File: src/rtl/lpa_ram.sv
// Generic simple dual-port RAM: one write port, one registered read port.
// Read data holds while no read is issued. No dependencies.
module lpa_ram #(
  parameter int WIDTH = 8,
  parameter int DEPTH = 16
) (
  input  logic                     clk,
  input  logic                     wr_en,
  input  logic [$clog2(DEPTH)-1:0] wr_addr,
  input  logic [WIDTH-1:0]         wr_data,
  input  logic                     rd_en,
  input  logic [$clog2(DEPTH)-1:0] rd_addr,
  output logic [WIDTH-1:0]         rd_data
);

  logic [WIDTH-1:0] mem [DEPTH];

  always_ff @(posedge clk) begin
    if (wr_en) begin
      mem[wr_addr] <= wr_data;
    end
    if (rd_en) begin
      rd_data <= mem[rd_addr];
    end
  end

endmodule

File: config.mk
export PLATFORM = sky130hd
export DESIGN_NAME = lpa_ram
export DESIGN_NICKNAME = d
export VERILOG_FILES = /design/src/rtl/lpa_ram.sv
export SDC_FILE = /design/constraint.sdc
export NUM_CORES = 1
export LEC_CHECK = 0
export BUFFER_PORTS_ARGS = -buffer_cell sky130_fd_sc_hd__buf_2
export CAP_MARGIN = 20
export CORE_MARGIN = 8
export CORE_UTILIZATION = 28
export CTS_CLUSTER_SIZE = 28
export DETAILED_ROUTE_END_ITERATION = 8
export GPL_ROUTABILITY_DRIVEN = 0
export PLACE_DENSITY = 0.4
export SYNTH_ARGS = -nofsm -noshare
export SYNTH_HDL_FRONTEND = slang
export SYNTH_SLANG_ARGS = --single-unit
File: constraint.sdc
create_clock -name clk -period 2.7 [get_ports clk]
set_clock_uncertainty 0.1 [all_clocks]
set_input_delay 0.54 -clock clk [delete_from_list [all_inputs] [get_ports clk]]
set_output_delay 0.54 -clock clk [all_outputs]
set_load 0.01 [all_outputs]
## Word level (Yosys, flattened, before mapping)

Memories as Yosys holds them, arrays and structs flattened. A register that Yosys moved wholly into a read port is not among the register bits.
Cells that the tools add are included.

| word-level totals | value |
|---|---|
| word-level logic and storage cells | 3 |
| input bits | 19 |
| memories | 1 |
| memory bits (writable) | 128 |
| flip-flop bits (word level) | 0 |

Memories:

| memory | depth | width | read ports | clocked after memory_dff | write ports | RTL line | RTL |
|---|---|---|---|---|---|---|---|
| mem | 16 | 8 | 1 | 1 | 1 | 16 | `logic [WIDTH-1:0] mem [DEPTH];` |

| cells by class | value |
|---|---|
| mux-type cells | 2 |

Operators by type and width:

| cell | number |
|---|---|
| $mux 1 | 2 |

## Longest topological paths before layout

| logic depth | value |
|---|---|
| depth in word-level cells | 2 |
| mapped depth | 5 |

## Worst setup path before layout

No wires, ideal clock.

| timing | value |
|---|---|
| path type | input -> register |
| start | in wr_addr[2] |
| end | mem mem[0][0] (enable) |
| required time | 2217 ps |
| stages | 2 |
| buffers on the path | 0 |
| slack | 567 ps |
| library setup time | 383 ps |
| data arrival time | 1650 ps |
| cells stage by stage | or3b_2 -> nor3_1 |

RTL lines:

| element | RTL line | RTL |
|---|---|---|
| start: declaration | 9 | `input logic [$clog2(DEPTH)-1:0] wr_addr,` |
| end: declaration | 16 |  |

Straight into the memory's write port.

==> flow_summary.yaml <==
drt:
  routed_via_density: 4.62
  wl_per_cell_um: 21.0
  drc: 0
  drt_iter0_drc: 134
  routed_wl_mm: 11.1
  postRouteAntennaNets: 0
  vias: 2451
  dr.pass1.iters: 4
setup_path:
  cp-end-kind: "flop"
  crit_type: "primary input to flop"
  cp.arrival_ns: 1.95
  reg2reg_slack_ns: 1.04
  start_kind: "primary input"
  path_max_fanout: 32
  rr_startpoint: "mem[1][2]"
  required_ns: 2.76
  r2r-end: "rd_data[2]"
  reg2reg_depth: 3
synth:
  yosys_warnings: 0
  synth-seq-area-share_pct: 78.1
  netlist_instances: 229
  netlist-cell-type-count: 18
  postSynthAreaPerCell_um2: 22.8
  syn_nets: 248
  synth-seq-cells: 136
  synth_area_mm2: 0.00523
global_routing:
  grt_max_degree: 33
  grt_usage_pct: 10.1
  antenna_found_initial: 0
  first_global_vias: 2592
  grt_pass1_wl_mm: 16.9
  grt-ovfl-total: 0
sta:
  final-setup-viol-count: 0
  finalHoldViolations: 0
  slew_violations: 0
  fin_crit_sh_pct: 70.2
  fmax_ghz: 0.527
  rsz0062_at_grt: "no"
  finalCriticalPeriod_ns: 1.90
  finalSetupTns_ns: 0
  worst-slew-pin-transition_ns: 0.646
  slew-limit-headroom_pct: 56.8
cts:
  path_clk_slew_ns: 0.05
  post_cts_buffers: 0
  clock_path_buffers: 2
  root_buffer: "clkbuf_16"
  numCtsBuffers: 17
  cts.repair.resized: 0
  clk_latency_ns: 0.41
  cts_max_level: 4
  cts.sinks: 136
  cts_hold_buf: 0
  cts_tree: "yes"
final_layout:
  utilization_pct: 33.7
  instances_no_fill: 530
  drive_above_1_share_pct: 28.7
  area_delta_synth_final_pct: 19.5
  n_antenna_cell: 0
  nNetsFinal: 303
  fin_area_mm2: 0.00625
  n_fill_cell: 1750
die:
  initial_core_util_pct: 28.2
  die_w_um: 153
  dieArea_mm2: 0.0233
  rows: 50
  coreArea_mm2: 0.0185
  io_pins: 27
  dieHeight_um: 153
job:
  cap_violations: 0
placed_design:
  dp_cells: 499
  io_buffers: 26
  hpwl_mm: 7.51
  place_area_mm2: 0.00574
power:
  p_per_area_mw_per_mm2: 741
  total_power_mw: 4.63
  p_leak_nw: 2.07
  ir_drop_mv: 0.373
worst_hold_path:
  worstHoldStart: "rd_en"
  min_delay_path_depth: 1
  min_path_type: "primary input to flop"
  hold_path_end: "rd_data[3]"
status:
  status: "complete, no violations"
## kinds of logic (layout without fill, tap and decap cells)
group	Yosys count	in the layout	synth area share, %
buf+inv	10	77	1.65
compound gates	16	16	2.30
flops	136	136	78.1
simple gates	35	35	3.14
mux	32	32	14.8
## cell type report
type | count | area (µm²) | share of cell area, %
Clock inverter | 6 | 51.3 | 0.821
Timing Repair Buffer | 46 | 305 | 4.89
Multi-Input combinational cell | 83 | 1060 | 16.9
Clock buffer | 25 | 455 | 7.29
Sequential cell | 136 | 4080 | 65.4
Tap cell | 234 | 293 | 4.69
## flip-flops by register name, summed over array words and instances, names as in the netlist
| name | flops |
|---|---|
| rd_data | 8 |
| mem | 128 |
## through the flow
step	hold slack [ns]	worst slack (ns)
6_report	0.405	0.804
5_1_grt	0.395	0.711
4_1_cts	0.389	0.804
3_5_place_dp	0.655	0.358
3_3_place_gp	0.632	0.304
2_1_floorplan	0.539	0.567
## cell usage in the layout (no fill, tap or decap)
cell type | netlist | final
edfxtp_1 | 136 | 136
buf_2 | 3 | 26
mux4_2 | 18 | 18
buf_4 | 1 | 18
clkbuf_16 | 0 | 17
a22oi_1 | 16 | 16
mux4_1 | 14 | 14
nor2_1 | 13 | 13
nand2_1 | 9 | 9
clkbuf_1 | 0 | 8
nor3_1 | 4 | 4
clkinv_1 | 0 | 3
nand3b_1 | 2 | 2
nand2b_1 | 2 | 2
clkinv_2 | 0 | 2
buf_12 | 0 | 2
nor2b_1 | 1 | 1
and2_1 | 1 | 1
and2b_1 | 1 | 1
nand3_1 | 1 | 1
or3b_2 | 1 | 1
bufinv_16 | 0 | 1
## synthesized netlist by cell type
master | count | area, µm²
edfxtp_1 | 136 | 4080
mux4_2 | 18 | 405
a22oi_1 | 16 | 120
mux4_1 | 14 | 368
nor2_1 | 13 | 48.8
nand2_1 | 9 | 33.8
nor3_1 | 4 | 20.0
buf_2 | 3 | 15.0
buf_6 | 3 | 33.8
clkdlybuf4s25_2 | 3 | 30.0
nand2b_1 | 2 | 12.5
nand3b_1 | 2 | 15.0
and2_1 | 1 | 6.26
and2b_1 | 1 | 7.51
buf_4 | 1 | 7.51
nand3_1 | 1 | 5.00
nor2b_1 | 1 | 6.26
or3b_2 | 1 | 8.76
## power by group
group | switching (mW) | internal (mW)
Sequential | 0.0129 | 2.38
Clock | 0.759 | 1.25
Combinational | 0.135 | 0.0938
## worst max-delay path, stage by stage
cell and delay [ns]:
buf_2 0.10, buf_12 0.26, mux4_1 0.65, a22oi_1 0.29, nand2_1 0.09
## routing by layer
metal,vias to the layer above,part of all wire (%),track usage (%)
met3,16,3.7,2.86
met5,-,0,0
met1,1296,47,12.8
met4,0,2.1,5.09
met2,48,47,15.5
li1,1091,-,-
## how the worst max path moves through the flow
| stage | to | cells past startpoint | start | slack [ns] |
|---|---|---|---|---|
| 2_1_floorplan | mem[0][0] | 2 | wr_addr[2] | 0.57 |
| 3_3_place_gp | rd_data[2] | 5 | rd_addr[1] | 0.30 |
| 3_5_place_dp | rd_data[2] | 5 | rd_addr[0] | 0.36 |
| 4_1_cts | rd_data[2] | 5 | rd_addr[0] | 0.80 |
| 5_1_grt | rd_data[3] | 5 | rd_addr[0] | 0.71 |
| 6_report | rd_data[3] | 5 | rd_addr[0] | 0.80 |
Note: power is estimated with default switching activity, not from simulation.
