==> config.mk <==
export PLATFORM = sky130hd
export DESIGN_NAME = lpa_engine
export DESIGN_NICKNAME = d
export VERILOG_FILES = /design/src/rtl/lpa_pkg.sv /design/src/rtl/lpa_engine.sv
export SDC_FILE = /design/constraint.sdc
export NUM_CORES = 1
export LEC_CHECK = 0
export BUFFER_PORTS_ARGS = -buffer_cell sky130_fd_sc_hd__buf_2
export CORE_MARGIN = 2
export CORE_UTILIZATION = 25
export CTS_BUF_LIST = sky130_fd_sc_hd__clkbuf_4 sky130_fd_sc_hd__clkbuf_8 sky130_fd_sc_hd__clkbuf_16
export CTS_CLUSTER_SIZE = 10
export DETAILED_ROUTE_END_ITERATION = 8
export HOLD_SLACK_MARGIN = 0.08
export SYNTH_ARGS = -nofsm -noshare
export SYNTH_HDL_FRONTEND = slang
export SYNTH_SLANG_ARGS = --single-unit
==> constraint.sdc <==
create_clock -name clk -period 6.5 [get_ports clk]
set_input_delay 0 -clock clk [delete_from_list [all_inputs] [get_ports clk]]
set_output_delay 0 -clock clk [all_outputs]
set_load 0.05 [all_outputs]
==> src/rtl/lpa_pkg.sv <==
// Shared types and constants for the label pool allocator.
// Used by the engine, output register, top level and checker; depends on nothing.
package lpa_pkg;

  localparam int LABEL_SLOTS_DEF = 1024;
  localparam int MAX_MEMBERS_DEF = 65535;

  localparam int REQ_W     = 3;
  localparam int LABEL_W   = 10;
  localparam int SIZE_W    = 17;
  localparam int COUNT_W   = 11;
  localparam int S_TDATA_W = 16;
  localparam int M_TDATA_W = 48;

  typedef enum logic [REQ_W-1:0] {
    REQ_CLEAR = 3'd0,
    REQ_COUNT = 3'd1,
    REQ_ALLOC = 3'd2,
    REQ_FREE  = 3'd3,
    REQ_QUERY = 3'd4
  } req_t;

  typedef struct packed {
    logic [LABEL_W-1:0]        top_label;
    logic [COUNT_W-1:0]        labels_in_use;
    logic signed [SIZE_W-1:0]  label_size;
    logic [LABEL_W-1:0]        result_label;
    logic                      pool_full;
  } res_t;

endpackage

==> src/rtl/lpa_engine.sv <==
// Request sequencer of the label pool allocator: read-modify-write on the size
// table RAM, table scans, clear sweep and the two counters. Depends on lpa_pkg.
module lpa_engine #(
  parameter int LABEL_SLOTS = lpa_pkg::LABEL_SLOTS_DEF,
  parameter int MAX_MEMBERS = lpa_pkg::MAX_MEMBERS_DEF,
  localparam int AW = $clog2(LABEL_SLOTS),
  localparam int SW = $clog2(MAX_MEMBERS + 1) + 1
) (
  input  logic                          clk,
  input  logic                          rst,
  input  logic                          in_valid,
  output logic                          in_ready,
  input  logic [lpa_pkg::REQ_W-1:0]     in_req,
  input  logic [lpa_pkg::LABEL_W-1:0]   in_label,
  output logic                          res_valid,
  input  logic                          res_ready,
  output lpa_pkg::res_t                 res,
  output logic                          wr_en,
  output logic [AW-1:0]                 wr_addr,
  output logic signed [SW-1:0]          wr_data,
  output logic                          rd_en,
  output logic [AW-1:0]                 rd_addr,
  input  logic signed [SW-1:0]          rd_data
);

  localparam int CW = $clog2(LABEL_SLOTS + 1);
  localparam logic [AW:0]           SLOTS_N   = (AW+1)'(LABEL_SLOTS);
  localparam logic [AW-1:0]         LAST_IDX  = AW'(LABEL_SLOTS - 1);
  localparam logic [CW-1:0]         USED_MAX  = CW'(LABEL_SLOTS);
  localparam logic signed [SW-1:0]  SIZE_MAX  = SW'(MAX_MEMBERS);
  localparam logic signed [SW-1:0]  RESERVED  = '1;

  typedef enum logic [2:0] {
    ST_CLR, ST_IDLE, ST_EXE, ST_SCAN, ST_DESC, ST_RESP
  } state_t;

  state_t                          state;
  logic [lpa_pkg::REQ_W-1:0]       req;
  logic [lpa_pkg::LABEL_W-1:0]     lab;
  logic [CW-1:0]                   used;
  logic [AW-1:0]                   highest;
  logic [AW-1:0]                   clr_idx;
  logic                            clr_resp;
  logic [AW:0]                     scan_issue;
  logic [AW-1:0]                   dn_issue;
  logic                            dn_last;
  logic                            pend_vld;
  logic [AW-1:0]                   pend_idx;
  logic [lpa_pkg::LABEL_W-1:0]     rlab;
  logic signed [lpa_pkg::SIZE_W-1:0] rsize;
  logic                            rfull;

  logic [AW-1:0]                   addr;
  logic                            in_range;
  logic                            slot_used;
  logic signed [SW-1:0]            cnt_next;
  logic                            found;
  logic                            desc_stop;

  assign addr      = AW'(lab);
  assign in_range  = 32'(lab) < 32'(LABEL_SLOTS);
  assign slot_used = rd_data != '0;
  assign found     = pend_vld && !slot_used;
  assign desc_stop = pend_vld && (slot_used || pend_idx == '0);

  // Empty and reserved slots restart at one member; full slots saturate.
  always_comb begin
    if (rd_data == '0 || rd_data[SW-1]) begin
      cnt_next = SW'(1);
    end else if (rd_data < SIZE_MAX) begin
      cnt_next = rd_data + SW'(1);
    end else begin
      cnt_next = SIZE_MAX;
    end
  end

  assign in_ready  = state == ST_IDLE;
  assign res_valid = state == ST_RESP;

  always_comb begin
    res.top_label     = lpa_pkg::LABEL_W'(highest);
    res.labels_in_use = lpa_pkg::COUNT_W'(used);
    res.label_size    = rsize;
    res.result_label  = rlab;
    res.pool_full     = rfull;
  end

  always_comb begin
    wr_en   = 1'b0;
    wr_addr = addr;
    wr_data = '0;
    rd_en   = 1'b0;
    rd_addr = AW'(in_label);
    case (state)
      ST_IDLE: begin
        rd_en = in_valid;
      end
      ST_CLR: begin
        wr_en   = 1'b1;
        wr_addr = clr_idx;
      end
      ST_EXE: begin
        if (req == lpa_pkg::REQ_COUNT && in_range) begin
          wr_en   = 1'b1;
          wr_data = cnt_next;
        end else if (req == lpa_pkg::REQ_FREE && in_range && slot_used) begin
          wr_en = 1'b1;
        end
      end
      ST_SCAN: begin
        if (found) begin
          wr_en   = 1'b1;
          wr_addr = pend_idx;
          wr_data = RESERVED;
        end else if (scan_issue < SLOTS_N) begin
          rd_en   = 1'b1;
          rd_addr = AW'(scan_issue);
        end
      end
      ST_DESC: begin
        if (!desc_stop && !dn_last) begin
          rd_en   = 1'b1;
          rd_addr = dn_issue;
        end
      end
      default: ;
    endcase
  end

  always_ff @(posedge clk) begin
    if (rst) begin
      state    <= ST_CLR;
      clr_idx  <= '0;
      clr_resp <= 1'b0;
      used     <= '0;
      highest  <= '0;
      pend_vld <= 1'b0;
    end else begin
      case (state)
        ST_CLR: begin
          clr_idx <= clr_idx + 1'b1;
          if (clr_idx == LAST_IDX) begin
            clr_idx <= '0;
            used    <= '0;
            highest <= '0;
            rlab    <= lab;
            rsize   <= '0;
            rfull   <= 1'b0;
            state   <= clr_resp ? ST_RESP : ST_IDLE;
          end
        end
        ST_IDLE: begin
          if (in_valid) begin
            req   <= in_req;
            lab   <= in_label;
            state <= ST_EXE;
          end
        end
        ST_EXE: begin
          rlab  <= lab;
          rsize <= '0;
          rfull <= 1'b0;
          state <= ST_RESP;
          case (req)
            lpa_pkg::REQ_CLEAR: begin
              clr_resp <= 1'b1;
              clr_idx  <= '0;
              state    <= ST_CLR;
            end
            lpa_pkg::REQ_COUNT: begin
              if (in_range) begin
                rsize <= lpa_pkg::SIZE_W'(cnt_next);
                if (rd_data == '0 && used < USED_MAX) begin
                  used <= used + 1'b1;
                end
                if (!(slot_used && !rd_data[SW-1]) && addr > highest) begin
                  highest <= addr;
                end
              end
            end
            lpa_pkg::REQ_ALLOC: begin
              scan_issue <= '0;
              pend_vld   <= 1'b0;
              state      <= ST_SCAN;
            end
            lpa_pkg::REQ_FREE: begin
              if (in_range && slot_used) begin
                if (used != '0) begin
                  used <= used - 1'b1;
                end
                // Walk the top label down past empty slots below the freed one.
                if (addr == highest && addr != '0) begin
                  dn_issue <= addr - 1'b1;
                  dn_last  <= 1'b0;
                  pend_vld <= 1'b0;
                  state    <= ST_DESC;
                end
              end
            end
            lpa_pkg::REQ_QUERY: begin
              if (in_range) begin
                rsize <= lpa_pkg::SIZE_W'(rd_data);
              end
            end
            default: ;
          endcase
        end
        ST_SCAN: begin
          if (found) begin
            if (used < USED_MAX) begin
              used <= used + 1'b1;
            end
            if (pend_idx > highest) begin
              highest <= pend_idx;
            end
            rlab     <= lpa_pkg::LABEL_W'(pend_idx);
            rsize    <= lpa_pkg::SIZE_W'(RESERVED);
            rfull    <= 1'b0;
            pend_vld <= 1'b0;
            state    <= ST_RESP;
          end else if (!pend_vld && scan_issue == SLOTS_N) begin
            rlab  <= '0;
            rsize <= '0;
            rfull <= 1'b1;
            state <= ST_RESP;
          end else if (scan_issue < SLOTS_N) begin
            pend_vld   <= 1'b1;
            pend_idx   <= AW'(scan_issue);
            scan_issue <= scan_issue + 1'b1;
          end else begin
            pend_vld <= 1'b0;
          end
        end
        ST_DESC: begin
          if (desc_stop) begin
            highest  <= pend_idx;
            pend_vld <= 1'b0;
            state    <= ST_RESP;
          end else if (!dn_last) begin
            pend_vld <= 1'b1;
            pend_idx <= dn_issue;
            if (dn_issue == '0) begin
              dn_last <= 1'b1;
            end else begin
              dn_issue <= dn_issue - 1'b1;
            end
          end else begin
            pend_vld <= 1'b0;
          end
        end
        ST_RESP: begin
          if (res_ready) begin
            state <= ST_IDLE;
          end
        end
        default: state <= ST_IDLE;
      endcase
    end
  end

endmodule

* Yosys cells after proc, flatten, opt, wreduce, memory -nomap -nowiden *
Index checks and enable logic that the tools add are counted.

word-level totals
  register bits after elaboration = 109
  input port bits = 34
  output and inout bits = 90
  logic and storage cells = 204

operators by class
  add/subtract/negate cells = 7
  order comparisons = 5
  equality and inequality tests = 40
  muxes and demuxes = 92
  bitwise logic cells = 1
  reductions and logical operators = 44

operators with widths
  kind                     number
  $mux W10                 26
  $mux W17                 7
  $mux W11                 10
  $pmux W10 S2             5
  $pmux W17 S2             2
  $pmux W17 S3             1
  $pmux W11 S2             2
  $pmux W10 S4             1
  $ne A2 B2 Y1 const B     17
  $pmux W11 S3             1
  $pmux W10 S3             1
  $add A11 B1 Y11 const B  2
  $lt A11 B11 Y1 const B   2
  $mux W1                  21
  $mux W3                  7
  $ne A3 B3 Y1 const B     7
  $gt A10 B10 Y1           2
  $logic_not A10 Y1        2
  $sub A10 B1 Y10 const B  2
  $pmux W3 S6              1
  $add A17 B2 Y17 const B  1
  $logic_not A17 Y1        1
  $lt A17 B17 Y1 const B   1
  $reduce_bool A17 Y1      1
  other kinds (30)         66

* Depth between registers and ports, before layout *
  depth in word-level cells = 7
  mapped depth = 9
  gate-level depth less buffers = 8

* Worst setup path before layout *
OpenSTA, ideal clock, no wires.

  path kind = input to register
  start = input port rd_data[3]
  end = register rfull, enable pin
  library setup time = 448 ps
  data arrival time = 3169 ps
  data required time = 6052 ps
  setup slack = 2883 ps
  stages = 6
  buffers on the path = 1
  cell sequence = buf_2 > nor4_4 > nand4_2 > o311ai_0 > nand2_1 > nor3_1

between the ends
  longest elaborated chain between the ends = 5

RTL lines
  element                             RTL line           text
  start: declaration                  lpa_engine.sv:23   input logic signed [SW-1:0] rd_data
  $reduce_bool A17 Y1                 lpa_engine.sv:62   assign slot_used = rd_data != '0;
  $logic_not A1 Y1                    lpa_engine.sv:63   assign found = pend_vld && !slot_used;
  $logic_and A1 B1 Y1                 lpa_engine.sv:63
  $ne A3 B3 Y1 (no source line)       -
  $reduce_and A4 Y1 (no source line)  -
  end signal: assignment              lpa_engine.sv:148  rfull <= 1'b0;
  end signal: assignment              lpa_engine.sv:162  rfull <= 1'b0;
  end signal: assignment              lpa_engine.sv:218  rfull <= 1'b0;
  end: declaration                    lpa_engine.sv:51   logic rfull;

Every way passes these cells.
A chain may end at the register's enable or synchronous reset.

* Worst setup path after layout *
  start = register state[0]
  end = register pend_idx[9], enable pin

between the ends
  longest elaborated chain between the ends = 3
  elaborated cells on any way between the ends = 9
  those cells by class = 7 x eq/ne; 2 x reduce/logical

RTL lines
  element                                                              RTL line           text
  start: declaration                                                   lpa_engine.sv:37   state_t state;
  start signal: assignment                                             lpa_engine.sv:149  state <= clr_resp ? ST_RESP : ST_IDLE;
  $eq A3 B3 Y1 or $eq A3 B2 Y1 (tied branches)                         lpa_engine.sv:139  case (state)
  $ne A2 B2 Y1 (no source line) or $reduce_bool A2 Y1 (tied branches)  -
  $reduce_and A7 Y1 (no source line) (*)                               -
  end signal: assignment                                               lpa_engine.sv:228  pend_idx <= AW'(scan_issue);
  end signal: assignment                                               lpa_engine.sv:241  pend_idx <= dn_issue;
  end: declaration                                                     lpa_engine.sv:48   logic [AW-1:0] pend_idx;

Every way passes the cells marked *; elsewhere a longest branch is shown, timed or not.

==> metrics.txt <==
run status finished, final reports clean; TritonRoute pass-1 iters 5; final hold viol count 0; crit path from state[0]; skew final ~12 ps; GRT Total Usage 0.1531; Post-synth top flop edfxtp_1; RSZ-0062 raised after global routing false; critical setup path kind flop to flop; area post-placement between 8000 and 9000 um2; vias between 7,000 and 8,000; Cell Rows 62; crit path DAT approximately 4100 ps; final setup fails 0; slowest CP cell nor3_1; Final HPWL DP 17,930 um; initial antenna violation count 0; slew margin rel. 0.2618; post-DR wirelength/cell roughly 18 um; Crit path largest cell delay 970 ps; Hold Crit Endpoint rsize[8]; pwr dens roughly 300 nW/um2; Die Span Y around 180 um; Seq cells post-synth ~110; vias in the first global route 6,552; final hold slack 99.97 ps; distinct cell type count after synthesis 73; area grow syn2layout 19.96%; worst skew pair latency between 300 and 400 ps; CP endpoint kind flop; net switching fraction of the power 0.4475; CP max FO 21; Hold Crit Start rd_data[8]; largest net degree at the start of global routing 38; leading post-synthesis cells by cell area edfxtp_1 (30%), dfxtp_1 (9.8%), nand2_1 (5.3%); FMAX 0.2456 GHz; vias per cell just over 5; CTS tree done; top cell type's share of synthesized area 0.2976; Cells after Synth about 850; Die X about 180 um; Internal approximately 1.5 mW; Req. time, crit path around 6500 ps; root buf cell clkbuf_16; post-CTS setup buffers 0; ANT cells 0; CP startpoint kind flop; VDD IR max between 0.1 and 0.15 mV; Synth Net Count roughly 920; sequential share of power 0.352; Async SR Flop Fraction 0; number of flops mapped to enable cells by yosys 73; I/O Buffers 123; max_cap viols 0; minimum clock period approximately 4100 ps; Most common cell on crit path nor2_1; Synth Cell Area roughly 7400 um2; switching power between 1 and 1.5 mW; GRT overflow 0; drt drc 0; largest area contributor in the netlist edfxtp_1; Critical R2R Launch state[0]; final WL roughly 24,000 um; clk buf depth 2; Total Neg Setup Slack 0 ps; CTS Hold Buffers Added 19; Comb pwr share 0.428; worst-margin pin slew 1102 ps; first-pass GRT wire length around 37,000 um; worst min-delay path category primary input to flop; # IOs 124; ANT nets after route 0; detailed router's first-iteration violation count 549; reg2reg end pend_idx[9]; pins over their slew limit 0; cts bufs inserted 9; worst reg2reg path depth 5; Die Footprint slightly above 30,000 um2; H-Tree Depth 3; share of layout cells above drive strength 1 0.1751; syn avg cell area ~8.6 um2; Worst-path clk slew 80 ps; Finished Cell Area a little under 9000 um2; Hold Path Depth 3; nets 1,023; Core Area slightly below 30,000 um2; Initial Util 0.2553; post-synthesis sequential area ratio 0.3954; Total Power Consumption approximately 2.7 mW; clock sinks 109; P_leak about 3.6 nW; CP Cell Sequence buf_4 -> or3_1 -> nor3_1 -> nor2_1 -> nor2_1; Post-CTS Resized 0; R2R Setup Slk 2430 ps; GPL Wtd Cong 0.8696; final worst-path cycle share 0.6263; clock network power share 0.220; YS warnings 0
==> final cells by class <==
class | count | area, um2
fillers | 3087 | 20020
flip-flops and latches | 109 | 2913
multi-input cells | 655 | 4120
repair buffers | 154 | 895.9
well taps | 384 | 480.5
clock inverters | 6 | 61.31
inverters | 31 | 116.4
clock buffers | 10 | 250.2
==> how the worst max path moves through the flow <==
| stage | end | slack (ps) | cells past startpoint |
|---|---|---|---|
| after floorplan | rfull | 2880 | 6 |
| after global placement | pend_idx[1] | 2630 | 5 |
| after detailed placement | pend_idx[9] | 2440 | 5 |
| after CTS | pend_idx[0] | 2420 | 5 |
| after global routing | pend_idx[9] | 2080 | 5 |
| final | pend_idx[9] | 2430 | 5 |
==> worst max-delay path, delay by kind of cell (launching register included) <==
kind          cells  cell delay [ps]
simple gates      4             2880
flops             1              520
buf+inv           1              300
==> power by group through the flow <==
stage | clock network (mW) | logic [mW] | registers [mW]
CTS | 0.599 | 1.14 | 0.935
global placement | 0 | 1.12 | 0.949
finish | 0.585 | 1.14 | 0.935
global route | 0.627 | 1.23 | 0.947
detailed placement | 0 | 1.13 | 0.952
floorplan | 0 | 0.698 | 1.08
==> cells in the mapped netlist, drive strengths merged (14+ instances only) <==
cell and count:
nand2 105, nor2 89, edfxtp 73, o21ai 60, a21oi 49, clkbuf 46, dfxtp 36, nand3 32
inv 31, ha 29, a211oi 25, nor3 21, mux2i 18, nand4 18, xor2 18, a21o 17
xnor2 16, a22o 15, and3 14
==> registers in the layout (all words and copies together), names as in the netlist, 3 cells and up <==
signal / cells
rsize: 17
scan_issue: 11
used: 11
addr: 10
clr_idx: 10
dn_issue: 10
highest: 10
pend_idx: 10
rlab: 10
req: 3
state: 3
==> kinds of logic after synthesis <==
group,Yosys count,synth area share
fa+ha+maj,29,0.04925
mux,20,0.02802
flops,109,0.3954
buf+inv,89,0.04823
compound gates,239,0.2174
xor+xnor,34,0.04042
simple gates,333,0.2213
==> cells in the final DEF, fill, tap and decap left out, drive strengths merged, types with 18 or more instances in the layout <==
cell type / instances
a21oi: 49
edfxtp: 73
dfxtp: 36
a211oi: 25
nand2: 105
nor2: 89
buf: 135
xor2: 18
nand4: 18
ha: 29
nand3: 32
dlygate4sd3: 19
nor3: 21
inv: 34
o21ai: 60
mux2i: 18
==> stage by stage <==
step | cells | worst slack, ps | util
6_report | 1349 | 2429 | 0.3062
2_1_floorplan | 853 | 2883 | -
5_1_grt | 1349 | 2079 | 0.3062
4_1_cts | 1349 | 2420 | 0.3062
3_3_place_gp | 1314 | 2627 | 0.2888
3_5_place_dp | 1314 | 2443 | 0.2888
==> metal layers <==
metal,up-vias,global-route usage,wire (um)
li1,3375,-,-
met1,3341,0.2116,11110
met2,253,0.2433,10960
met3,32,0.02619,1416
met4,0,0.04890,467
met5,-,0,0
Power figures use the tool's default switching activity.
