## config.mk

```make
export PLATFORM = sky130hd
export DESIGN_NAME = lpa_out_stage
export DESIGN_NICKNAME = d
export VERILOG_FILES = /design/src/rtl/lpa_pkg.sv /design/src/rtl/lpa_out_stage.sv
export SDC_FILE = /design/constraint.sdc
export NUM_CORES = 1
export LEC_CHECK = 0
export ABC_AREA = 1
export BUFFER_PORTS_ARGS = -buffer_cell sky130_fd_sc_hd__buf_2
export CORE_ASPECT_RATIO = 1.1
export CORE_UTILIZATION = 43
export DETAILED_ROUTE_END_ITERATION = 10
export MAX_ROUTING_LAYER = met4
export PLACE_DENSITY = 0.83
export SLEW_MARGIN = 20
export SYNTH_ARGS = -nofsm -noshare
export SYNTH_HDL_FRONTEND = slang
export SYNTH_SLANG_ARGS = --single-unit
```

## constraint.sdc

```tcl
create_clock -name clk -period 6.9 [get_ports clk]
set_clock_uncertainty 0.2 [all_clocks]
set_input_delay 1.725 -clock clk [delete_from_list [all_inputs] [get_ports clk]]
set_output_delay 1.725 -clock clk [all_outputs]
set_load 0.02 [all_outputs]
```

## src/rtl/lpa_pkg.sv

```systemverilog
// Shared types and constants for the label pool allocator.
// Used by the engine, output register, top level and checker; depends on nothing.
package lpa_pkg;

  localparam int LABEL_SLOTS_DEF = 1024;
  localparam int MAX_MEMBERS_DEF = 65535;

  localparam int REQ_W     = 3;
  localparam int LABEL_W   = 10;
  localparam int SIZE_W    = 17;
  localparam int COUNT_W   = 11;
  localparam int S_TDATA_W = 16;
  localparam int M_TDATA_W = 48;

  typedef enum logic [REQ_W-1:0] {
    REQ_CLEAR = 3'd0,
    REQ_COUNT = 3'd1,
    REQ_ALLOC = 3'd2,
    REQ_FREE  = 3'd3,
    REQ_QUERY = 3'd4
  } req_t;

  typedef struct packed {
    logic [LABEL_W-1:0]        top_label;
    logic [COUNT_W-1:0]        labels_in_use;
    logic signed [SIZE_W-1:0]  label_size;
    logic [LABEL_W-1:0]        result_label;
    logic                      pool_full;
  } res_t;

endpackage

```

## src/rtl/lpa_out_stage.sv

```systemverilog
// Output register of the label pool allocator: holds one result for the master side.
// Depends on lpa_pkg for the result struct and port widths.
module lpa_out_stage (
  input  logic                           clk,
  input  logic                           rst,
  input  logic                           res_valid,
  output logic                           res_ready,
  input  lpa_pkg::res_t                  res,
  output logic                           m_tvalid,
  input  logic                           m_tready,
  output logic [lpa_pkg::M_TDATA_W-1:0]  m_tdata,
  output logic [0:0]                     m_tuser
);

  lpa_pkg::res_t held;

  assign res_ready = !m_tvalid || m_tready;

  always_ff @(posedge clk) begin
    if (rst) begin
      m_tvalid <= 1'b0;
    end else if (res_ready) begin
      m_tvalid <= res_valid;
    end
  end

  always_ff @(posedge clk) begin
    if (res_valid && res_ready) begin
      held <= res;
    end
  end

  assign m_tdata = {held.top_label, held.labels_in_use, held.label_size, held.result_label};
  assign m_tuser = held.pool_full;

endmodule

```

After elaboration in Yosys (flattened, before gate mapping)
Cells that the tools add are included.
{ "totals": {"mem_bits_rw": 0, "latchBits": 0, "mem_bits_ro": 0, "ff_bits": 50, "word_cells": 9, "in_bits": 53, "out_inout_bits": 51, "mem_count": 0} }
{ "classes": {"shifts": 0, "reduce_logical": 3, "muxes": 0, "mul": 0, "order_cmp": 0, "n_bitwise": 0, "n_addsub": 0, "div_mod_pow": 0, "eq_ne": 0} }
{ "ops": {"columns": ["operator", "count"], "rows": [
  ["1-bit logical AND", 1],
  ["1-bit zero test", 1],
  ["1-bit logical OR", 1]
]} }

Logic depth before layout (Yosys ltp)
Gate-level depths: netlist of run 1.
{ "depth": {"depth_word": 3, "depth_mapped": 3, "ltp_nobuf": 3} }

Worst setup path after synthesis of run 1
No wires, ideal clock.
{ "synth_path": {"path_type": "in2reg", "from": "input res_valid", "to": "register held (netlist bit m_tdata[0]) (enable)", "cell_stages": 2, "arrival_ps": 4171, "path_buffers": 0, "path_slack_ps": 2057, "required_ps": 6228, "setup_time_ps": 472, "path_cell_list": "inv_1 > a21oi_1"} }
{ "synth_via": {"elab_chain_cells": 1} }
{ "synth_rtl": {"columns": ["item", "line", "rtl"], "rows": [
  ["start, declared", "lpa_out_stage.sv:6", "input logic res_valid,"],
  ["1-bit logical AND", "lpa_out_stage.sv:28", "if (res_valid && res_ready) begin"],
  ["end signal, assigned", "lpa_out_stage.sv:29", "held <= res;"],
  ["end, declared", "lpa_out_stage.sv:15", "lpa_pkg::res_t held;"]
]} }
Every way passes these cells.
A chain may end at the register's enable or synchronous reset.

Final worst setup path of run 1
{ "layout_path": {"from": "input m_tready", "to": "output res_ready"} }
{ "layout_via": {"elab_chain_cells": 1} }
{ "layout_rtl": {"columns": ["item", "line", "rtl"], "rows": [
  ["start, declared", "lpa_out_stage.sv:10", "input logic m_tready,"],
  ["1-bit logical OR", "lpa_out_stage.sv:17", "assign res_ready = !m_tvalid || m_tready;"],
  ["end, declared", "lpa_out_stage.sv:7", "output logic res_ready,"]
]} }
Every way passes these cells.

==> metrics.cfg, run 1 <==
[outcome]
status = finished clean

[synthesis]
synth_fa_ha_area_share_pct = 0
synthTopCellsByArea = edfxtp_1 97%, dfxtp_1 1.3%, a21oi_2 0.58%
synthMuxAreaShare_pct = 0
yosysTopAreaCellShare_pct = 96.9
synthSimpleGateAreaFrac_pct = 0.412
synth-main-ff-cell = edfxtp_1
synth-edff-count = 49
async_reset_ff_share_pct = 0
synth_area_mm2 = 0.00152
synthesis.nets = 108
ys_seq_elements = 50
yosys.area_share.xor_xnor_pct = 0
ys_warn_count = 0
avgSynthCellArea_um2 = 27.6
synth_area_leader_cell = edfxtp_1
synth.most_common_cell = edfxtp_1
synth_compound_area_share_pct = 0.906
synth.distinct_cells = 7
ys_seq_area_share_pct = 98.2
synthCells = 55
synth_top_family_by_area = compound AO/OA/AOI/OAI gates

[global_routing]
use_met2_pct = 25.3
globalRouteMet1Util_pct = 18.0
antenna_found_initial = 0
grt_pass1_wl_um = 4200
busiest_layer = met2
grt_pass1_vias = 936
grt.overflow.total = 0
grt_max_degree = 50
met3_usage_pct = 8.70
grt_usage_pct = 17.0

[placed_design]
post-place-cells = 207
dpl.hpwl_um = 2060
post-place-ws_ns = 2.86
io_buffers = 103
gp_congestion = 0.726
placed_cell_area_mm2 = 0.00211

[pwr]
p_leak_nw = 0.947
power_density_mw_per_mm2 = 267
peakVddDrop_mv = 0.170
finalPower_w = 0.000585

[sta]
finalCritPeriodShare_pct = 58.6
setup_slack_ns = 2.86
final.setup.tns_ns = 0
rsz0062_at_grt = no
max_slew_margin_pct = 61.1
finalMaxSlewViolations = 0
setup_violations = 0
layout_min_cycle_time_ns = 4.04
fmax_mhz = 247
worst_slew_pin_slew_ns = 0.583
finalHoldViolCount = 0

[clock_tree]
cts_made_buffers = 5
cts_max_level = 2
clock_sinks = 50
clock_path_buffers = 2
post_cts_resized = 0
cts_tree = yes
cts_root_buf = clkbuf_4
clkTransAtPathRegs_ns = 0.13
ctsHoldBuffers = 0
worstSkewPairLatency_ns = 0.36
cts_setup_buffers = 0

[floorplanning]
core_mm2 = 0.00336
die-area_mm2 = 0.00377
die_height_um = 64.3
die_w_um = 58.7
io_pins = 104
std_cell_rows = 22
start_util_pct = 45.2

[routing]
finalWirelength_um = 2820
drc = 0
vias_per_cell = 4.45
vias = 956
drtAntennaViolNets = 0
wl_per_cell_um = 13.1
drt_iter0_markers = 15
drt_pass1_iterations = 4

[finish]
final_cell_area_mm2 = 0.00219
fill_cells = 244
final_nets = 219
drive_gt1_share_pct = 68.9
syn_to_final_growth_pct = 44.3
diodes = 0
fin_cells = 215

[worst_setup_path]
path_max_fanout = 2
slowest_stage = buf_2
cpPeakStageDelay_ns = 0.16
crit_path_frequent_cell = buf_2
path_class = in -> out
crit_required_ns = 4.97
cp_data_arrival_time_ns = 2.12
cp_cell_sequence = buf_2 -> inv_2 -> nand2_2 -> buf_2
cp-end-kind = output port
start_kind = input pin

[run]
cap_violations = 0

[hold_path]
hold_path_class = reg -> reg

## critical path: cells and delay by family
kind,cells,cell delay [ns]
buffers and inverters,3,0.33
AND/OR/NAND/NOR,1,0.06
## logic make-up (layout without fill, tap and decap cells)
family | Yosys count | count (layout)
AOI/OAI and AO/OA | 2 | 2
buffers and inverters | 2 | 114
and+or+nand+nor | 1 | 1
DFF | 50 | 50
## sequential cells by signal, summed over array words and instances (netlist names)
signal,cells
m_tvalid,1
m_tuser,1
m_tdata,48
## worst paths after layout
path / cells past startpoint / from / end / slack, ns
max: 4 / m_tready / res_ready / 2.86
min: 2 / m_tvalid / m_tvalid / 0.35
max reg2reg: 2 / m_tvalid / m_tdata[42] / 5.30
min reg2reg: 2 / m_tvalid / m_tvalid / 0.35
## power by group
| group | internal [W] | switching, W |
|---|---|---|
| clock network | 0.0000765 | 0.0000882 |
| registers | 0.000354 | 0.00000426 |
| logic | 0.0000225 | 0.0000396 |
## metrics by stage
stage / hold slack, ns / util, %
global route: 0.379 / 65.3
floorplan: 0.440 / -
CTS: 0.350 / 65.3
global placement: 0.305 / 62.9
finish: 0.350 / 65.3
detailed placement: 0.325 / 62.9
## layer usage
metal | vias up | wire length [um] | part of all wire [%]
li1 | 435 | - | -
met1 | 438 | 1050 | 37
met2 | 77 | 1370 | 49
met3 | 6 | 337 | 12
met4 | 0 | 55 | 2.0
met5 | - | 0 | 0
## final cells by class
cell class	count	area [um2]	share of cell area (%)
Clock buffer	6	41.3	1.88
Sequential cell	50	1490	68.0
Tap cell	48	60.1	2.74
Timing Repair Buffer	104	523	23.9
Inverter	2	7.51	0.342
Multi-Input combinational cell	3	31.3	1.43
Clock inverter	2	37.5	1.71
## cells in the final DEF (no fill, tap or decap), drive strengths merged
cell | Yosys | final
a21oi | 2 | 2
buf | 0 | 104
bufinv | 0 | 1
clkbuf | 0 | 6
clkinvlp | 0 | 1
dfxtp | 1 | 1
edfxtp | 49 | 49
inv | 2 | 2
nand2 | 1 | 1
Power figures use the tool's default switching activity.
==> inputs of run 2 (changes only) <==
--- a/config.mk
+++ b/config.mk
@@ -8,10 +8,10 @@
 export ABC_AREA = 1
 export BUFFER_PORTS_ARGS = -buffer_cell sky130_fd_sc_hd__buf_2
 export CORE_ASPECT_RATIO = 1.1
-export CORE_UTILIZATION = 43
+export CORE_UTILIZATION = 40
 export DETAILED_ROUTE_END_ITERATION = 10
 export MAX_ROUTING_LAYER = met4
-export PLACE_DENSITY = 0.83
+export PLACE_DENSITY = 0.78
 export SLEW_MARGIN = 20
 export SYNTH_ARGS = -nofsm -noshare
 export SYNTH_HDL_FRONTEND = slang
==> constraint.sdc (replaced) <==
create_clock -name clk -period 4.13 [get_ports clk]
set_clock_uncertainty 0.2 [all_clocks]
set_input_delay 1.0325 -clock clk [delete_from_list [all_inputs] [get_ports clk]]
set_output_delay 1.0325 -clock clk [all_outputs]
set_load 0.02 [all_outputs]
==> metrics.cfg, run 2 (same netlist as run 1, synthesis figures left out) <==
[global_routing]
grt.overflow.total = 0
grt_pass1_vias = 884
grt_pass1_wl_um = 3850
antenna_found_initial = 0
grt_max_degree = 29
grt_usage_pct = 14.8

[run]
cap_violations = 0

[clock_tree]
cts_made_buffers = 5
cts_setup_buffers = 0
cts_root_buf = clkbuf_8
ctsHoldBuffers = 0
cts_tree = yes
cts_max_level = 2
clock_sinks = 50
post_cts_resized = 0
clkTransAtPathRegs_ns = 0.08
clock_path_buffers = 2
worstSkewPairLatency_ns = 0.29

[worst_setup_path]
cpPeakStageDelay_ns = 0.16
cp_cell_sequence = buf_2 -> inv_2 -> nand2_2 -> buf_2
crit_required_ns = 2.90
cp_top_family = buffers and inverters
path_max_fanout = 2
path_buf_inv = 3
path_class = in -> out
cp-end-kind = output port
crit_path_frequent_cell = buf_2
cp_data_arrival_time_ns = 1.43
slowest_stage = buf_2
start_kind = input pin

[finish]
drive_gt1_share_pct = 68.9
seqCellArea_mm2 = 0.00149
diodes = 0
final_cell_area_mm2 = 0.00220
final_nets = 219
final_common_cell = buf_2
largest_reg_flops = 48
syn_to_final_growth_pct = 44.9
multi_input_area_um2 = 31.3
fill_cells = 307
layout_common_cells = 103 x buf_2, 49 x edfxtp_1, 5 x clkbuf_8

[sta]
final.setup.tns_ns = 0
fmax_mhz = 376
hold_ws_ns = 0.338
layout_min_cycle_time_ns = 2.66
setup_violations = 0
rsz0062_at_grt = no
finalMaxSlewViolations = 0
max_slew_margin_pct = 44.4
finalHoldViolCount = 0
worst_slew_pin_slew_ns = 0.832
finalCritPeriodShare_pct = 64.5

[floorplanning]
die_height_um = 66.6
core_mm2 = 0.00363
die_w_um = 60.8
std_cell_rows = 23
io_pins = 104
die-area_mm2 = 0.00405
start_util_pct = 41.9

[routing]
drc = 0
vias = 916
drt_pass1_iterations = 4
drt_iter0_markers = 22
wl_per_cell_um = 12.9
drtAntennaViolNets = 0
finalWirelength_um = 2810
vias_per_cell = 4.22

[placed_design]
io_buffers = 103
placed_cell_area_mm2 = 0.00212
gp_congestion = 0.769

[pwr]
peakVddDrop_mv = 0.321
p_leak_nw = 0.950
power_density_mw_per_mm2 = 440

[hold_path]
hold_path_class = reg -> reg

[outcome]
status = finished clean

-- run 2: cell count changes in the layout (fill, tap and decap cells not counted), sizes merged --
cell    previous run  this run
clkinv             0         2
clkbuf             6         5
bufinv             1         0
-- run 2: final timing paths --
check	startpoint	cells past startpoint	to	slack, ns
max	m_tready	4	res_ready	1.47
min reg2reg	m_tvalid	2	m_tvalid	0.34
min	m_tvalid	2	m_tvalid	0.34
max reg2reg	m_tvalid	2	m_tdata[29]	2.14
-- run 2: layer usage --
layer	routed length, um	global-route usage [%]	vias up
met4	40	9.38	0
met3	384	7.38	4
li1	-	-	436
met1	1050	16.3	406
met2	1330	21.0	70
met5	0	-	-
-- run 2: cell type report --
cell class | count | area share, %
Sequential cell | 50 | 67.8
Timing Repair Buffer | 104 | 23.8
Clock buffer | 5 | 3.13
Tap cell | 50 | 2.84
Multi-Input combinational cell | 3 | 1.42
Clock inverter | 3 | 0.739
Inverter | 2 | 0.341
-- run 2: report_power, final --
part	internal [W]	switching [W]
clock network	0.000116	0.000149
logic	0.0000376	0.0000662
registers	0.000592	0.00000735
-- run 2: worst min-delay path, delay by kind of cell (launching register included) --
kind | cells | cell delay (ns)
compound gates | 1 | 0.04
flops | 1 | 0.36
simple gates | 1 | 0.10
-- run 2: metrics by stage --
stage,power [W],setup WS [ns],util (%),cells
after floorplan,0.000662,1.00,-,55
after global placement,0.000712,1.39,58.4,209
after detailed placement,0.000716,1.31,58.4,209
after CTS,0.000977,1.47,60.7,217
after global routing,0.00101,1.46,60.7,217
final,0.000968,1.47,60.7,217
==> inputs of run 3 (changes only) <==
--- a/config.mk
+++ b/config.mk
@@ -5,7 +5,7 @@
 export SDC_FILE = /design/constraint.sdc
 export NUM_CORES = 1
 export LEC_CHECK = 0
-export ABC_AREA = 1
+export ABC_AREA = 0
 export BUFFER_PORTS_ARGS = -buffer_cell sky130_fd_sc_hd__buf_2
 export CORE_ASPECT_RATIO = 1.1
 export CORE_UTILIZATION = 40
==> constraint.sdc (replaced) <==
create_clock -name clk -period 2.7 [get_ports clk]
set_clock_uncertainty 0.2 [all_clocks]
set_input_delay 0.675 -clock clk [delete_from_list [all_inputs] [get_ports clk]]
set_output_delay 0.675 -clock clk [all_outputs]
set_load 0.02 [all_outputs]
==> metrics.cfg, run 3 <==
[routing]
vias_per_cell = 4.22
vias = 908
drt_pass1_iterations = 3
finalWirelength_um = 2820
wl_per_cell_um = 13.1
drc = 0
drtAntennaViolNets = 0
drt_iter0_markers = 21

[global_routing]
grt_pass1_wl_um = 3770
grt_usage_pct = 14.0
grt.overflow.total = 0
antenna_found_initial = 0
grt_max_degree = 50
grt_pass1_vias = 841

[pwr]
power_density_mw_per_mm2 = 712
finalPower_w = 0.00158
peakVddDrop_mv = 0.405
p_leak_nw = 0.958

[sta]
final.setup.tns_ns = 0
setup_violations = 0
max_slew_margin_pct = 59.8
rsz0062_at_grt = no
worst_slew_pin_slew_ns = 0.603
layout_min_cycle_time_ns = 1.94
finalCritPeriodShare_pct = 71.8
finalMaxSlewViolations = 0
setup_slack_ns = 0.761
finalHoldViolCount = 0
fmax_mhz = 516

[clock_tree]
clkTransAtPathRegs_ns = 0.08
cts_max_level = 2
cts_setup_buffers = 0
ctsHoldBuffers = 0
cts_tree = yes
clock_sinks = 50
cts_root_buf = clkbuf_8
cts_made_buffers = 5
post_cts_resized = 0
clock_path_buffers = 2
worstSkewPairLatency_ns = 0.29

[worst_setup_path]
crit_path_start = m_tready
worstReg2RegStart = m_tvalid
path_class = in -> out
crit_required_ns = 1.82
start_kind = input pin
worstSetupEndpoint = res_ready
r2r_end = m_tdata[11]
cp-end-kind = output port
path_max_fanout = 3
ff2ff_path_depth = 2
cp_data_arrival_time_ns = 1.06
worst-r2r-setup-slack_ns = 1.16

[synthesis]
synthTopCellsByArea = edfxtp_1 96%, dfxtp_1 1.3%, nand2b_4 0.90%
synthesis.nets = 107
ys_warn_count = 0
synth.distinct_cells = 6
async_reset_ff_share_pct = 0
synthCells = 54
synth-edff-count = 49
synth_area_leader_cell = edfxtp_1
synth_area_mm2 = 0.00153
avgSynthCellArea_um2 = 28.3
synth-main-ff-cell = edfxtp_1
synth.most_common_cell = edfxtp_1
ys_seq_area_share_pct = 97.7
yosysTopAreaCellShare_pct = 96.4
ys_seq_elements = 50

[hold_path]
hold_path_class = reg -> reg
holdPathStages = 2

[finish]
diodes = 0
multi_input_area_um2 = 31.3
largest_reg_flops = 48
seqCellArea_mm2 = 0.00149
final_nets = 217
syn_to_final_growth_pct = 45.1
fill_cells = 289
drive_gt1_share_pct = 68.5
layout_common_cells = 103 x buf_2, 49 x edfxtp_1, 5 x clkbuf_8
final_common_cell = buf_2

[run]
cap_violations = 0

[floorplanning]
die-area_mm2 = 0.00407
die_height_um = 66.8
std_cell_rows = 23
core_mm2 = 0.00365
start_util_pct = 41.8
io_pins = 104
die_w_um = 60.9

[placed_design]
post-place-ws_ns = 0.679
gp_congestion = 0.680
io_buffers = 103

[outcome]
status = finished clean

## run 3: worst min-delay path by stage
stage,startpoint,to,slack [ns]
floorplan,m_tvalid,m_tvalid,0.42
global placement,m_tvalid,m_tvalid,0.28
detailed placement,m_tvalid,m_tvalid,0.29
CTS,m_tvalid,m_tvalid,0.31
global route,rst,m_tvalid,0.32
finish,m_tvalid,m_tvalid,0.30
## run 3: cell type report
cell class              count  share of cell area (%)
clock buffers               6                    3.28
clock inverters             2                    1.69
inverters                   1                   0.169
multi-input cells           3                    1.41
flip-flops and latches     50                    67.3
well taps                  50                    2.82
repair buffers            103                    23.3
## run 3: worst max-delay path: stages
cell      delay [ns]
buf_2           0.10
nand2b_4        0.14
buf_2           0.15
## run 3: stage by stage
stage	hold WS (ns)	area, um2	utilization, %	cells
2_1_floorplan	0.420	1530	-	54
3_3_place_gp	0.283	2100	57.6	207
3_5_place_dp	0.294	2100	57.6	207
4_1_cts	0.309	2210	60.6	215
5_1_grt	0.319	2210	60.6	215
6_report	0.304	2210	60.6	215
## run 3: power by group
part,internal (W),total (W),leakage [nW],switching (W)
Combinational,0.0000573,0.000156,0.424,0.0000988
Clock,0.000276,0.000503,0.0514,0.000227
Sequential,0.000905,0.000917,0.482,0.0000112
Total,0.00124,0.00158,0.958,0.000337
## run 3: per-layer routing
metal	vias to the layer above	GRT usage, %	share of wire, %
met5	-	-	0
met2	68	22.7	51
li1	431	-	-
met4	0	5.97	0.92
met1	407	14.5	38
met3	2	6.60	10
## run 3: cell families (layout without fill, tap and decap cells)
kind of cell           count (synthesis)  after routing  share of synthesized area, %
and+or+nand+nor                        2              2                          1.48
AOI/OAI and AO/OA                      1              1                         0.574
buffers and inverters                  1            112                         0.246
DFF                                   50             50                          97.7
